===== src/hw/rtl/fsd_pkg.sv =====
package fsd_pkg;

  // Defaults for the length limits of a sentence.
  localparam int unsigned MaxSentenceLenDef = 64;
  localparam int unsigned MaxPayloadLenDef  = 56;

  // Sentence length counter width; holds the largest allowed limit.
  localparam int unsigned LenW   = 7;
  localparam int unsigned FieldW = 16;

  // Framing and digit characters.
  localparam logic [7:0] ChStart = 8'h24;
  localparam logic [7:0] ChStar  = 8'h2A;
  localparam logic [7:0] ChComma = 8'h2C;
  localparam logic [7:0] ChNl    = 8'h0A;
  localparam logic [7:0] ChZero  = 8'd48;
  localparam logic [7:0] ChNine  = 8'd57;
  localparam logic [7:0] ChA     = 8'd65;
  localparam logic [7:0] ChF     = 8'd70;

  // Known sentence identifiers.
  localparam logic [23:0] IdCha = "CHA";
  localparam logic [23:0] IdAcc = "ACC";
  localparam logic [23:0] IdRev = "REV";
  localparam logic [23:0] IdSho = "SHO";
  localparam logic [23:0] IdRes = "RES";

  typedef enum logic [1:0] {
    PH_WAIT    = 2'd0,
    PH_PAYLOAD = 2'd1,
    PH_SUM     = 2'd2
  } phase_e;

  typedef enum logic [2:0] {
    TYPE_NONE = 3'd0,
    TYPE_CHA  = 3'd1,
    TYPE_ACC  = 3'd2,
    TYPE_REV  = 3'd3,
    TYPE_SHO  = 3'd4,
    TYPE_RES  = 3'd5
  } msg_type_e;

  // One result item as produced by the parser.
  typedef struct packed {
    logic              byte_error;
    logic              message_done;
    msg_type_e         message_type;
    logic [FieldW-1:0] field_one;
    logic [FieldW-1:0] field_two;
    logic [FieldW-1:0] field_three;
  } fsd_result_t;

endpackage


===== src/hw/rtl/fsd_if.sv =====
interface fsd_byte_if;
  logic       valid;
  logic       ready;
  logic [7:0] byte_in;

  modport source (output valid, output byte_in, input ready);
  modport sink (input valid, input byte_in, output ready);
endinterface

interface fsd_result_if;
  logic        valid;
  logic        ready;
  logic        byte_error;
  logic        message_done;
  logic [2:0]  message_type;
  logic [15:0] field_one;
  logic [15:0] field_two;
  logic [15:0] field_three;

  modport source (
    output valid, output byte_error, output message_done, output message_type,
    output field_one, output field_two, output field_three, input ready
  );
  modport sink (
    input valid, input byte_error, input message_done, input message_type,
    input field_one, input field_two, input field_three, output ready
  );
endinterface


===== src/hw/rtl/fsd_parser.sv =====
module fsd_parser #(
  parameter int unsigned MaxSentenceLen = fsd_pkg::MaxSentenceLenDef,
  parameter int unsigned MaxPayloadLen  = fsd_pkg::MaxPayloadLenDef
) (
  input  logic                clk_i,
  input  logic                rst_ni,
  input  logic                step_i,
  input  logic [7:0]          byte_i,
  output fsd_pkg::fsd_result_t result_o
);
  import fsd_pkg::*;

  localparam logic [LenW-1:0] SentLim = LenW'(MaxSentenceLen);
  // A payload byte is refused once the payload already holds the limit.
  localparam logic [LenW-1:0] PayLim  = LenW'(MaxPayloadLen + 1);
  localparam logic [LenW-1:0] IdEnd   = LenW'(3);

  phase_e            phase_q, phase_d;
  logic [7:0]        xor_q, xor_d;
  logic [7:0]        sum_q, sum_d;
  logic [1:0]        hex_cnt_q, hex_cnt_d;
  logic [LenW-1:0]   len_q, len_d;
  logic [23:0]       id_q, id_d;
  logic [2:0]        comma_q, comma_d;
  logic              bad_q, bad_d;
  logic [FieldW-1:0] fld_q [3];
  logic [FieldW-1:0] fld_d [3];

  // Multiply by ten and add a digit, saturating at the field maximum.
  function automatic logic [FieldW-1:0] mac10(input logic [FieldW-1:0] v,
                                               input logic [3:0] d);
    logic [FieldW+3:0] acc;
    acc = ({4'b0, v} << 3) + ({4'b0, v} << 1) + {{FieldW{1'b0}}, d};
    return (|acc[FieldW+3:FieldW]) ? {FieldW{1'b1}} : acc[FieldW-1:0];
  endfunction

  function automatic msg_type_e match_type(input logic [23:0] id,
                                           input logic [2:0] commas);
    msg_type_e t;
    t = TYPE_NONE;
    if (id == IdCha && commas == 3'd1) t = TYPE_CHA;
    if (id == IdAcc && commas == 3'd1) t = TYPE_ACC;
    if (id == IdRev && commas == 3'd1) t = TYPE_REV;
    if (id == IdSho && commas == 3'd2) t = TYPE_SHO;
    if (id == IdRes && commas == 3'd3) t = TYPE_RES;
    return t;
  endfunction

  logic      is_dec, is_hex;
  logic [3:0] nib;
  msg_type_e done_type;
  logic      err;

  assign is_dec = (byte_i >= ChZero) && (byte_i <= ChNine);
  assign is_hex = (byte_i >= ChA) && (byte_i <= ChF);
  assign nib    = is_dec ? byte_i[3:0] : byte_i[3:0] + 4'd9;

  always_comb begin
    phase_d   = phase_q;
    xor_d     = xor_q;
    sum_d     = sum_q;
    hex_cnt_d = hex_cnt_q;
    len_d     = len_q;
    id_d      = id_q;
    comma_d   = comma_q;
    bad_d     = bad_q;
    fld_d     = fld_q;
    err       = 1'b0;
    done_type = TYPE_NONE;

    case (phase_q)
      PH_WAIT: begin
        if (byte_i == ChStart) begin
          xor_d     = '0;
          sum_d     = '0;
          hex_cnt_d = '0;
          len_d     = LenW'(1);
          id_d      = '0;
          comma_d   = '0;
          bad_d     = 1'b0;
          fld_d     = '{default: '0};
          phase_d   = PH_PAYLOAD;
        end
      end
      PH_PAYLOAD: begin
        if (byte_i == ChNl || byte_i == ChStart || len_q >= SentLim) begin
          err = 1'b1;
        end else if (byte_i == ChStar) begin
          len_d   = len_q + 1'b1;
          phase_d = PH_SUM;
        end else if (len_q >= PayLim) begin
          err = 1'b1;
        end else begin
          xor_d = xor_q ^ byte_i;
          len_d = len_q + 1'b1;
          if (len_q <= IdEnd) begin
            // The first three payload bytes form the identifier.
            id_d = {id_q[15:0], byte_i};
            if (byte_i == ChComma) bad_d = 1'b1;
          end else if (byte_i == ChComma) begin
            if (comma_q != 3'd7) comma_d = comma_q + 1'b1;
          end else if (comma_q == 3'd0 || !is_dec) begin
            bad_d = 1'b1;
          end else begin
            // Only the first three fields are kept; later digits are dropped.
            for (int k = 0; k < 3; k++) begin
              if (comma_q == 3'(k + 1)) fld_d[k] = mac10(fld_q[k], byte_i[3:0]);
            end
          end
        end
      end
      PH_SUM: begin
        if (is_dec || is_hex) begin
          if (hex_cnt_q == 2'd2 || len_q >= SentLim) begin
            err = 1'b1;
          end else begin
            sum_d     = {sum_q[3:0], nib};
            hex_cnt_d = hex_cnt_q + 1'b1;
            len_d     = len_q + 1'b1;
          end
        end else if (byte_i == ChNl) begin
          if (hex_cnt_q == 2'd2 && sum_q == xor_q && !bad_q) begin
            done_type = match_type(id_q, comma_q);
          end
          err     = (done_type == TYPE_NONE);
          phase_d = PH_WAIT;
        end else begin
          err = 1'b1;
        end
      end
      default: begin
        err = 1'b1;
      end
    endcase

    if (err) phase_d = PH_WAIT;
  end

  always_comb begin
    result_o.byte_error   = err;
    result_o.message_done = (done_type != TYPE_NONE);
    result_o.message_type = done_type;
    result_o.field_one    = (done_type != TYPE_NONE) ? fld_q[0] : '0;
    result_o.field_two    = (done_type != TYPE_NONE) ? fld_q[1] : '0;
    result_o.field_three  = (done_type != TYPE_NONE) ? fld_q[2] : '0;
  end

  always_ff @(posedge clk_i or negedge rst_ni) begin
    if (!rst_ni) begin
      phase_q   <= PH_WAIT;
      xor_q     <= '0;
      sum_q     <= '0;
      hex_cnt_q <= '0;
      len_q     <= '0;
      id_q      <= '0;
      comma_q   <= '0;
      bad_q     <= 1'b0;
      fld_q     <= '{default: '0};
    end else if (step_i) begin
      phase_q   <= phase_d;
      xor_q     <= xor_d;
      sum_q     <= sum_d;
      hex_cnt_q <= hex_cnt_d;
      len_q     <= len_d;
      id_q      <= id_d;
      comma_q   <= comma_d;
      bad_q     <= bad_d;
      fld_q     <= fld_d;
    end
  end

endmodule


===== src/hw/rtl/framed_sentence_decoder_unit.sv =====
// Latency: a result item is valid in the cycle after its input item is accepted.
// Throughput: one item per cycle unless results stall; one parser step per item.
// Input ready is high whenever the result register is empty or is being taken.
// Reset (rst_ni low, asynchronous) empties the result register and returns the
// parser to waiting for a start delimiter with all sentence state cleared.
module framed_sentence_decoder_unit #(
  parameter int unsigned MaxSentenceLen = fsd_pkg::MaxSentenceLenDef,
  parameter int unsigned MaxPayloadLen  = fsd_pkg::MaxPayloadLenDef
) (
  input logic           clk_i,
  input logic           rst_ni,
  fsd_byte_if.sink      byte_chan_i,
  fsd_result_if.source  result_chan_o
);
  import fsd_pkg::*;

  // Every accepted byte yields exactly one result item, so the only flow
  // control is the result register: a new byte may enter when that register
  // is free or is being emptied in the same cycle.
  logic        accept;
  logic        out_valid_q;
  fsd_result_t step_res;
  fsd_result_t res_q;

  assign byte_chan_i.ready = !out_valid_q || result_chan_o.ready;
  assign accept            = byte_chan_i.valid && byte_chan_i.ready;

  // The parser holds all sentence state and advances by one byte per accept.
  // Its result is the combinational outcome of the current byte.
  fsd_parser #(
    .MaxSentenceLen (MaxSentenceLen),
    .MaxPayloadLen  (MaxPayloadLen)
  ) u_parser (
    .clk_i    (clk_i),
    .rst_ni   (rst_ni),
    .step_i   (accept),
    .byte_i   (byte_chan_i.byte_in),
    .result_o (step_res)
  );

  // Result register; the payload is loaded only when an item is accepted.
  always_ff @(posedge clk_i or negedge rst_ni) begin
    if (!rst_ni) begin
      out_valid_q <= 1'b0;
    end else if (accept) begin
      out_valid_q <= 1'b1;
    end else if (result_chan_o.ready) begin
      out_valid_q <= 1'b0;
    end
  end

  always_ff @(posedge clk_i) begin
    if (accept) begin
      res_q <= step_res;
    end
  end

  assign result_chan_o.valid        = out_valid_q;
  assign result_chan_o.byte_error   = res_q.byte_error;
  assign result_chan_o.message_done = res_q.message_done;
  assign result_chan_o.message_type = res_q.message_type;
  assign result_chan_o.field_one    = res_q.field_one;
  assign result_chan_o.field_two    = res_q.field_two;
  assign result_chan_o.field_three  = res_q.field_three;

  // A sentence cannot both complete and fail on the same byte.
  assert property (@(posedge clk_i) disable iff (!rst_ni)
    out_valid_q |-> !(res_q.byte_error && res_q.message_done))
    else $error("result flags both done and error");

  // A type is reported exactly when a sentence completes.
  assert property (@(posedge clk_i) disable iff (!rst_ni)
    out_valid_q |-> ((res_q.message_type != TYPE_NONE) == res_q.message_done))
    else $error("message type disagrees with done flag");

  // Every accepted byte leaves a result waiting in the next cycle.
  assert property (@(posedge clk_i) disable iff (!rst_ni)
    accept |=> out_valid_q)
    else $error("accepted item produced no result");

  // Fields stay zero unless a sentence completed.
  assert property (@(posedge clk_i) disable iff (!rst_ni)
    (out_valid_q && !res_q.message_done) |->
      (res_q.field_one == '0 && res_q.field_two == '0 && res_q.field_three == '0))
    else $error("fields nonzero without a completed sentence");

endmodule

===== src/flat_wrapper.sv =====
// flat-port wrapper written by rule: the top's interface ports become plain ports
module framed_sentence_decoder_unit_flat import fsd_pkg::*;
#(
  parameter int unsigned MaxSentenceLen = fsd_pkg::MaxSentenceLenDef,
  parameter int unsigned MaxPayloadLen  = fsd_pkg::MaxPayloadLenDef
)
  (clk_i, rst_ni, byte_chan_i_valid, byte_chan_i_byte_in, byte_chan_i_ready, result_chan_o_valid, result_chan_o_byte_error, result_chan_o_message_done, result_chan_o_message_type, result_chan_o_field_one, result_chan_o_field_two, result_chan_o_field_three, result_chan_o_ready);
  fsd_byte_if byte_chan_i_i ();
  fsd_result_if result_chan_o_i ();
  input logic clk_i;
  input logic rst_ni;
  input wire logic [$bits(byte_chan_i_i.valid)-1:0] byte_chan_i_valid;
  input wire logic [$bits(byte_chan_i_i.byte_in)-1:0] byte_chan_i_byte_in;
  output wire logic [$bits(byte_chan_i_i.ready)-1:0] byte_chan_i_ready;
  output wire logic [$bits(result_chan_o_i.valid)-1:0] result_chan_o_valid;
  output wire logic [$bits(result_chan_o_i.byte_error)-1:0] result_chan_o_byte_error;
  output wire logic [$bits(result_chan_o_i.message_done)-1:0] result_chan_o_message_done;
  output wire logic [$bits(result_chan_o_i.message_type)-1:0] result_chan_o_message_type;
  output wire logic [$bits(result_chan_o_i.field_one)-1:0] result_chan_o_field_one;
  output wire logic [$bits(result_chan_o_i.field_two)-1:0] result_chan_o_field_two;
  output wire logic [$bits(result_chan_o_i.field_three)-1:0] result_chan_o_field_three;
  input wire logic [$bits(result_chan_o_i.ready)-1:0] result_chan_o_ready;
  assign byte_chan_i_i.valid = byte_chan_i_valid;
  assign byte_chan_i_i.byte_in = byte_chan_i_byte_in;
  assign byte_chan_i_ready = byte_chan_i_i.ready;
  assign result_chan_o_valid = result_chan_o_i.valid;
  assign result_chan_o_byte_error = result_chan_o_i.byte_error;
  assign result_chan_o_message_done = result_chan_o_i.message_done;
  assign result_chan_o_message_type = result_chan_o_i.message_type;
  assign result_chan_o_field_one = result_chan_o_i.field_one;
  assign result_chan_o_field_two = result_chan_o_i.field_two;
  assign result_chan_o_field_three = result_chan_o_i.field_three;
  assign result_chan_o_i.ready = result_chan_o_ready;
  framed_sentence_decoder_unit #(.MaxSentenceLen(MaxSentenceLen), .MaxPayloadLen(MaxPayloadLen)) u_core (.clk_i(clk_i), .rst_ni(rst_ni), .byte_chan_i(byte_chan_i_i), .result_chan_o(result_chan_o_i));
endmodule

===== config.mk =====
export PLATFORM = sky130hd
export DESIGN_NAME = framed_sentence_decoder_unit_flat
export DESIGN_NICKNAME = d
export VERILOG_FILES = /design/src/hw/rtl/fsd_pkg.sv /design/src/hw/rtl/fsd_if.sv /design/src/hw/rtl/fsd_parser.sv /design/src/hw/rtl/framed_sentence_decoder_unit.sv /design/src/flat_wrapper.sv
export SDC_FILE = /design/constraint.sdc
export NUM_CORES = 1
export LEC_CHECK = 0
export BUFFER_PORTS_ARGS = -buffer_cell sky130_fd_sc_hd__buf_2
export CAP_MARGIN = 10
export CORE_MARGIN = 5
export CORE_UTILIZATION = 35
export DETAILED_ROUTE_END_ITERATION = 7
export PLACE_DENSITY_LB_ADDON = 0.25
export SLEW_MARGIN = 20
export SYNTH_ARGS = -nofsm -noshare
export SYNTH_HDL_FRONTEND = slang
export SYNTH_SLANG_ARGS = --single-unit

===== constraint.sdc =====
create_clock -name clk_i -period 5.25 [get_ports clk_i]
set_input_delay 1.3125 -clock clk_i [delete_from_list [all_inputs] [get_ports clk_i]]
set_output_delay 1.3125 -clock clk_i [all_outputs]
set_load 0.005 [all_outputs]

# --- After elaboration in Yosys (flattened, before gate mapping) ---
# Index checks and enable logic that the tools add are counted.
word_totals:
  regBits: 157
  inputBits: 12
  output_inout_bits: 55
  elab_cells: 203
classes:
  n_addsub: 10
  n_lt_le_gt_ge: 7
  n_eq_ne: 41
  muxes: 85
  bitwise_logic: 1
  reduce_logical: 41
op_table:
  columns: ["cell", "count"]
  rows:
  - ["$mux W48", 7]
  - ["$eq A24 B23 Y1 const B", 5]
  - ["$mux W24", 5]
  - ["$mux W16", 6]
  - ["$pmux W48 S2", 1]
  - ["$add A19 B17 Y20", 3]
  - ["$add A20 B4 Y20", 3]
  - ["$mux W3", 18]
  - ["$mux W8", 6]
  - ["$pmux W24 S2", 1]
  - ["$mux W7", 6]
  - ["$pmux W8 S2", 2]
  - ["$ne A2 B2 Y1 const B", 15]
  - ["$ne A3 B3 Y1 const B", 10]
  - ["$reduce_and A10 Y1", 3]
  - ["$eq A8 B6 Y1 const B", 3]
  - ["$pmux W7 S3", 1]
  - ["$reduce_and A7 Y1", 3]
  - ["$mux W2", 9]
  - ["$reduce_and A9 Y1", 2]
  - ["$mux W1", 17]
  - ["$reduce_or A4 Y1", 3]
  - ["$logic_and A1 B1 Y1", 10]
  - ["$eq A8 B4 Y1 const B", 1]
  - ["other kinds (32)", 45]

# --- Depth between registers and ports, before layout ---
# Gate-level depths: netlist of run 1.
depth:
  depth_word: 17
  depth_mapped: 13
  depth_no_buf: 11

# --- Hierarchy ---
# From an unflattened synthesis of run 1, not the netlist that was laid out.
unflattened:
  hier_cells: 1029
  area_unflattened_um2: 10523.8
by_module_without_submodules:
  columns: ["module", "n_inst", "cells_per_inst", "area_each_um2", "seq_area_each_um2"]
  rows:
  - ["fsd_parser", 1, 972, 8878.5, 2577.5]
  - ["framed_sentence_decoder_unit", 1, 57, 1645.3, 1616.6]

# --- Worst setup path before layout of run 1 ---
# Ideal clock, no wire load.
synth_path:
  kind: "input port to flip-flop"
  from: "in result_chan_o_ready"
  to: "reg u_core.u_parser.fld_q[27] (netlist bit)"
  setup_ns: 0.123
  arrival_ns: 4.942
  t_required_ns: 5.127
  setup_slack_ns: 0.185
  path_stages: 10
  path_buffers: 2
  cell_sequence: "nand2b_1 and2_1 nand2_1 or3_1 buf_6 or3_4 or4b_4 a211oi_4 buf_6 a21oi_1"
synth_via:
  elab_chain_cells: 3
synth_rtl:
  columns: ["element", "line", "text"]
  rows:
  - ["start, declared", "flat_wrapper.sv:22", "input wire logic [$bits(result_chan_o_i.ready)-1:0] result_chan_o_ready;"]
  - ["$logic_or A1 B1 Y1", "framed_sentence_decoder_unit.sv:25", "assign byte_chan_i.ready = !out_valid_q || result_chan_o.ready;"]
  - ["$logic_and A1 B1 Y1", "framed_sentence_decoder_unit.sv:26", "assign accept = byte_chan_i.valid && byte_chan_i.ready;"]
  - ["via u_core.accept", "framed_sentence_decoder_unit.sv:20", "logic accept;"]
  - ["$reduce_and A10 Y1 (no line)", null, null]
  - ["end signal, assigned", "fsd_parser.sv:168", "fld_q <= fld_d;"]
  - ["end, declared", "fsd_parser.sv:26", "logic [FieldW-1:0] fld_q [3];"]
# The timed path passes the listed nets, and every way through them passes these cells.
# A chain may end at the register's enable or synchronous reset.

# --- Final worst setup path of run 1 ---
layout_path:
  from: "in byte_chan_i_byte_in[2]"
  to: "reg u_core.u_parser.fld_q[22] (netlist bit)"
layout_via:
  elab_chain_cells: 11
  elab_cells_between_ends: 28
  classes_between: "add/sub (1); order compare (2); eq/ne (9); mux (9); reduce/logical (7)"
layout_rtl:
  columns: ["element", "line", "text"]
  rows:
  - ["start, declared", "flat_wrapper.sv:13", "input wire logic [$bits(byte_chan_i_i.byte_in)-1:0] byte_chan_i_byte_in;"]
  - ["$add A20 B4 Y20", "fsd_parser.sv:33", "acc = ({4'b0, v} << 3) + ({4'b0, v} << 1) + {{FieldW{1'b0}}, d};"]
  - ["$reduce_or A4 Y1", "fsd_parser.sv:34", "return (|acc[FieldW+3:FieldW]) ? {FieldW{1'b1}} : acc[FieldW-1:0];"]
  - ["$mux W16", "fsd_parser.sv:34", null]
  - ["$mux W16", "fsd_parser.sv:107", "if (comma_q == 3'(k + 1)) fld_d[k] = mac10(fld_q[k], byte_i[3:0]);"]
  - ["$mux W48", "fsd_parser.sv:102", "end else if (comma_q == 3'd0 || !is_dec) begin"]
  - ["$mux W48", "fsd_parser.sv:100", "end else if (byte_i == ChComma) begin"]
  - ["$mux W48", "fsd_parser.sv:96", "if (len_q <= IdEnd) begin"]
  - ["$mux W48", "fsd_parser.sv:91", "end else if (len_q >= PayLim) begin"]
  - ["$mux W48", "fsd_parser.sv:88", "end else if (byte_i == ChStar) begin"]
  - ["$mux W48", "fsd_parser.sv:86", "if (byte_i == ChNl || byte_i == ChStart || len_q >= SentLim) begin"]
  - ["$pmux W48 S2", "fsd_parser.sv:71", "case (phase_q)"]
# Several ways; a longest one is shown, not always the timed one. The select of a mux whose other input is x is not followed.

==> run metrics, run 1 <==
skew final 0.01783 ns; Setup TNS Final 0 ns; CP Data Required Time 5.55 ns; final design utilization 40.57%; Tightest Pin Transition 1.123 ns; WL final 22120 um; cts repair resizes 0; antenna cells 0; Fillers 2668; post-synthesis sequential area ratio 42.86%; most common cell after layout, fill and taps aside ha_1; Pwr per Cell Area 316.4 mW/mm^2; CTS sink cnt 157; CTS Buffer Depth 2; Post-Syn Area per Cell 10.43 sq um; Mapped Nets 1069; Max Slew Vio Count 0; PortBufs 66; Die Height 177.2 um; commonest cells after routing, fill and taps aside ha_1 (113), dfrtp_1 (104), a21oi_1 (95); EDFF count, synth 53; vias in the first global route 7050; reg2reg start u_core.u_parser.fld_q[16]$_DFFE_PN0P_; nets 1143; GR Util met2 22.88%; total area of multi-input combinational cells 0.005385 sq mm; M3 GR Usage 2.393%; Final Hold Vio Count 0; DP HPWL 16080 um; worst vdd ir 0.2379 mV; crit path to u_core.u_parser.fld_q[22]$_DFFE_PN0P_; final-report setup violation count 0; gr busiest metal met2; Lkg Pwr 5.420 nW; number of synthesized register bits 157; Max Freq 226.7 MHz; DR pass1 iterations 4; clock latency on the worst-skew pair 0.43 ns; initial antenna violation count 0; GRT Residual Overflow 0; Synth area leader dfrtp_1; Area Overhead vs Synth 14.87%; drt drc 0; Hold-fix buffers, CTS 0; largest net degree at the start of global routing 50; startpoint types input port; Routed Antenna Nets 0; cells after synthesis 938; Via density 5.160; critical path capture point type flop; H-tree Lvls 4; Via Count 7240; grt met1 use 20.63%; status completed; share of post-route cells with drive strength above 1 13.66%; core area 0.02771 sq mm; Ys Warns 0; Register Area 0.004194 sq mm; Total GRT Usage 14.42%; kind of critical path in -> reg; Unique masters post-synth 72; I/O pins 67; CP max FO 11; Clock transition at path regs 0.06 ns; CTS tree built; Post-synth top flop dfrtp_1; Slew Limit Headroom 24.85%; # rows 61; Max Cap Viol 0; drt initial violations 467; root buf cell clkbuf_16; Tcrit/Tclk final 84.01%; RD Place Congestion 0.8092; async set-reset flop share out of synthesis 66.24%; worst min-delay path category reg -> reg; Syn Std Cell Area 0.009786 sq mm; TritonCTS buffer count 17; Synth top area share 26.60%; R2R cell count 11; Setup Fix Bufs, Post-CTS 0; first-pass GRT wire length 36760 um; Setup crit start byte_chan_i_byte_in[2]; total power draw 0.003556 W; Final min period 4.411 ns; R2R Setup Slk 1.51 ns; WP data arrival 4.71 ns; initial core utilization 35.32%; dominant cells by area after synthesis dfrtp_1 (27%), edfxtp_1 (16%), ha_1 (14%); RSZ-0062 raised after global routing no; worst reg2reg endpoint u_core.u_parser.fld_q[22]$_DFFE_PN0P_; Die W 177.2 um; die area 0.03140 sq mm; Wirelength per Cell 15.77 um
Yosys cell counts, types with 3 or more instances:
| cell type | instances |
|---|---|
| ha_1 | 113 |
| a2111oi_0 | 4 |
| and3_1 | 3 |
| or3_1 | 8 |
| fa_1 | 6 |
| nand2b_1 | 7 |
| or4b_2 | 3 |
| a21o_1 | 16 |
| a211oi_1 | 4 |
| buf_2 | 3 |
| edfxtp_1 | 53 |
| or4_1 | 4 |
| inv_1 | 27 |
| or2_2 | 4 |
| a41oi_1 | 3 |
| mux2i_1 | 10 |
| nor2_1 | 49 |
| dfrtp_1 | 104 |
| nor4b_1 | 5 |
| o311ai_0 | 3 |
| nand4b_1 | 4 |
| nand4_1 | 5 |
| xor2_1 | 23 |
| a22o_1 | 29 |
| o21ai_0 | 44 |
| o211ai_1 | 7 |
| xnor2_1 | 25 |
| nor2b_1 | 11 |
| o31ai_1 | 5 |
| clkbuf_1 | 25 |
| and2_1 | 52 |
| nor4bb_1 | 3 |
| a31oi_1 | 6 |
| o21a_1 | 8 |
| and4_1 | 4 |
| o21bai_1 | 5 |
| nor4_1 | 7 |
| nor3b_1 | 6 |
| nand2_1 | 67 |
| a21oi_1 | 95 |
| nor3_1 | 14 |
| a22oi_1 | 16 |
| nand3_1 | 12 |
cells by family (layout without fill, tap and decap cells):
| family | count (synthesis) | count (layout) | synth area share (%) |
|---|---|---|---|
| AOI/OAI and AO/OA | 265 | 265 | 17.75 |
| xor gates and xnor gates | 48 | 48 | 4.296 |
| adders and majority gates | 119 | 119 | 15.68 |
| buffers and inverters | 57 | 144 | 2.378 |
| DFF | 157 | 157 | 42.86 |
| muxes | 12 | 12 | 1.253 |
| and+or+nand+nor | 280 | 280 | 15.79 |
stage by stage:
stage          hold WS [ns]  instances  instance area, sq um  setup slack [ns]
3_3_place_gp         0.4712       1371                 10630            0.5050
5_1_grt              0.5250       1403                 11240            0.4664
6_report             0.4909       1403                 11240            0.8393
2_1_floorplan        0.4538        938                  9786            0.1851
4_1_cts              0.4976       1403                 11240            0.7801
3_5_place_dp         0.4826       1371                 10630            0.3142
power breakdown:
part	internal (W)	total [W]	switching (W)
Combinational	0.000280	0.000693	0.000413
Sequential	0.00142	0.00157	0.000153
Clock	0.000770	0.00129	0.000522
Total	0.00247	0.00356	0.00109
worst min-delay path by stage:
stage                                                   from                                        to  slack (ns)  depth (start not counted)
finish              u_core.u_parser.hex_cnt_q[1]$_DFFE_PN0P_  u_core.u_parser.hex_cnt_q[1]$_DFFE_PN0P_        0.49                          2
global route            u_core.u_parser.id_q[23]$_DFFE_PN0P_      u_core.u_parser.id_q[23]$_DFFE_PN0P_        0.53                          1
CTS                 u_core.u_parser.hex_cnt_q[1]$_DFFE_PN0P_  u_core.u_parser.hex_cnt_q[1]$_DFFE_PN0P_        0.50                          2
detailed placement  u_core.u_parser.hex_cnt_q[1]$_DFFE_PN0P_  u_core.u_parser.hex_cnt_q[1]$_DFFE_PN0P_        0.48                          2
global placement    u_core.u_parser.hex_cnt_q[1]$_DFFE_PN0P_  u_core.u_parser.hex_cnt_q[1]$_DFFE_PN0P_        0.47                          2
floorplan           u_core.u_parser.hex_cnt_q[1]$_DFFE_PN0P_  u_core.u_parser.hex_cnt_q[1]$_DFFE_PN0P_        0.45                          2
final cells by class:
cell class,instances,share of cell area (%)
inverters,27,0.9016
flip-flops and latches,157,37.31
repair buffers,85,4.230
clock inverters,10,1.080
clock buffers,22,4.363
multi-input cells,724,47.91
well taps,378,4.207
metal layers:
layer | wire, um | share of wire, %
met1 | 11200 | 51
met5 | 0 | 0
met2 | 10000 | 45
met4 | 231 | 1.0
met3 | 688 | 3.1
critical path: stages:
cell and delay, ns:
buf_2 0.27, ha_1 0.29, ha_1 0.24, fa_1 0.43, a211oi_1 0.23, o311ai_0 0.16
a21oi_1 0.32, nor3_1 0.11, o22a_1 0.21, or4_1 0.56, a211oi_4 0.28, buf_4 0.21
a21oi_1 0.08
registers in the layout (all words and copies together) (netlist names), 7 cells and up:
register and count:
u_core.u_parser.xor_q 8, u_core.result_chan_o.field_two 16, u_core.u_parser.fld_q 48, u_core.result_chan_o.field_three 16, u_core.u_parser.len_q 7, u_core.result_chan_o.field_one 16
u_core.u_parser.sum_q 8, u_core.u_parser.id_q 24
No activity file was read; power rests on OpenSTA's default activity.
==> inputs of run 2 (changes only) <==
==> constraint.sdc (replaced) <==
create_clock -name clk_i -period 4.55 [get_ports clk_i]
set_input_delay 1.1375 -clock clk_i [delete_from_list [all_inputs] [get_ports clk_i]]
set_output_delay 1.1375 -clock clk_i [all_outputs]
set_load 0.005 [all_outputs]
==> run 2 against run 1 <==
Compared with the run above: global-route usage rose by 0.30 points; first-iteration DRC count shrank 18%; final cell count up 1.0%; clock-buffer cell count decreased by 4.
==> run metrics, run 2 (synthesis results as in run 1) <==
WP buf/inv 2; Area Overhead vs Synth 15.84%; Via Count 7253; TritonCTS buffer count 17; DR pass1 iterations 5; Die W 177.2 um; Biggest register u_core.u_parser.fld_q; most common cell after layout, fill and taps aside ha_1; Die Height 177.2 um; Tightest Pin Transition 0.7545 ns; Max Slew Vio Count 0; die area 0.03140 sq mm; Crit-path slowest cell or4_1; Register Area 0.004194 sq mm; skew final 0.01454 ns; CP max FO 16; final-report setup violation count 0; biggest regs u_core.u_parser.fld_q: 48 flops, u_core.u_parser.id_q: 24 flops; CTS Buffer Depth 2; nets 1157; clock latency on the worst-skew pair 0.43 ns; Total GRT Usage 14.72%; Tcrit/Tclk final 92.14%; Slew Limit Headroom 49.70%; Clock transition at path regs 0.07 ns; crit-path leading delay family compound AO/OA/AOI/OAI gates; Setup Fix Bufs, Post-CTS 0; kind of critical path in -> reg; first-pass GRT wire length 37560 um; RSZ-0062 raised after global routing no; total area of multi-input combinational cells 0.005388 sq mm; I/O pins 67; Final Hold Vio Count 0; initial core utilization 35.32%; Wirelength per Cell 15.83 um; commonest cells after routing, fill and taps aside ha_1 (113), dfrtp_1 (104), a21oi_1 (95); crit path to u_core.u_parser.fld_q[20]$_DFFE_PN0P_; Cells after DPL 1385; Max Cap Viol 0; worst reg2reg endpoint u_core.u_parser.fld_q[20]$_DFFE_PN0P_; Fillers 2677; Pwr per Cell Area 356.7 mW/mm^2; Via density 5.119; Crit path depth 12; vias in the first global route 7375; initial antenna violation count 0; CTS sink cnt 157; largest net degree at the start of global routing 105; R2R cell count 11; root buf cell clkbuf_16; DP HPWL 16320 um; WL final 22440 um; Final min period 4.193 ns; final design utilization 40.92%; status completed; CP Data Required Time 4.85 ns; final non-filler cell total 1417; core area 0.02771 sq mm; drt drc 0; startpoint types input port; Routed Antenna Nets 0; cts repair resizes 0; drt initial violations 384; CP peak stage delay 0.56 ns; # rows 61; RD Place Congestion 0.8145; Max Freq 238.5 MHz; worst-path cell chain buf_2, fa_1, fa_1, a211oi_1, o311ai_0, a21oi_1, nor3_1, o22a_1, or4_1, a211oi_4, buf_12, a21oi_1; CTS tree built; antenna cells 0; reg2reg start u_core.u_parser.fld_q[16]$_DFFE_PN0P_; Hold-fix buffers, CTS 0; worst vdd ir 0.2666 mV; Lkg Pwr 5.476 nW; worst min-delay path category reg -> reg; max reg flops 48; Setup crit start byte_chan_i_byte_in[3]; R2R Setup Slk 0.80 ns; critical path capture point type flop; WP data arrival 4.49 ns; GRT Residual Overflow 0; share of post-route cells with drive strength above 1 15.01%; H-tree Lvls 4; PortBufs 66
## run 2: area by class of cell
class,count,share of cell area [%]
clock buffer,18,3.786
sequential,157,37.00
inverter,27,0.8940
clock inverter,14,1.170
timing repair buffer,99,5.453
tap,378,4.172
multi-input combinational,724,47.53
## run 2: worst min path at each step
stage                                              from                                       end  slack, ns  depth (start not counted)
3_3_place_gp   u_core.u_parser.hex_cnt_q[1]$_DFFE_PN0P_  u_core.u_parser.hex_cnt_q[1]$_DFFE_PN0P_       0.47                          2
6_report       u_core.u_parser.hex_cnt_q[1]$_DFFE_PN0P_  u_core.u_parser.hex_cnt_q[1]$_DFFE_PN0P_       0.49                          2
4_1_cts        u_core.u_parser.hex_cnt_q[1]$_DFFE_PN0P_  u_core.u_parser.hex_cnt_q[1]$_DFFE_PN0P_       0.50                          2
5_1_grt        u_core.u_parser.hex_cnt_q[1]$_DFFE_PN0P_  u_core.u_parser.hex_cnt_q[1]$_DFFE_PN0P_       0.51                          2
2_1_floorplan  u_core.u_parser.hex_cnt_q[1]$_DFFE_PN0P_  u_core.u_parser.hex_cnt_q[1]$_DFFE_PN0P_       0.45                          2
3_5_place_dp   u_core.u_parser.hex_cnt_q[1]$_DFFE_PN0P_  u_core.u_parser.hex_cnt_q[1]$_DFFE_PN0P_       0.48                          2
## run 2: worst min-delay path, cell delays in order (launching register included)
cell and delay, ns:
dfrtp_1 0.35, nand2_1 0.05, o21ai_0 0.06
## run 2: report_power, final
| group | switching (W) | internal, W |
|---|---|---|
| registers | 0.000175 | 0.00164 |
| logic | 0.000480 | 0.000342 |
| clock network | 0.000641 | 0.000768 |
| total | 0.00130 | 0.00275 |
## run 2: stage by stage
step                instance area [sq um]  setup TNS, ns  setup slack (ns)  total power [W]  hold WS, ns
finish                              11340              0            0.3575         0.004044       0.4921
global route                        11340              0            0.2059         0.004281       0.5085
CTS                                 11330              0            0.3619         0.004087       0.4963
detailed placement                  10770         -1.526          -0.09895         0.002663       0.4821
global placement                    10770              0           0.02476         0.002649       0.4705
floorplan                            9787              0            0.2505         0.002372       0.4538
## run 2: metal layers
layer / vias to the layer above / share of wire [%] / global-route usage (%)
met5: - / 0 / 0
met2: 98 / 46 / 23.93
met4: 0 / 1.3 / 4.094
met1: 3491 / 50 / 20.59
met3: 17 / 3.0 / 2.136
li1: 3647 / - / -
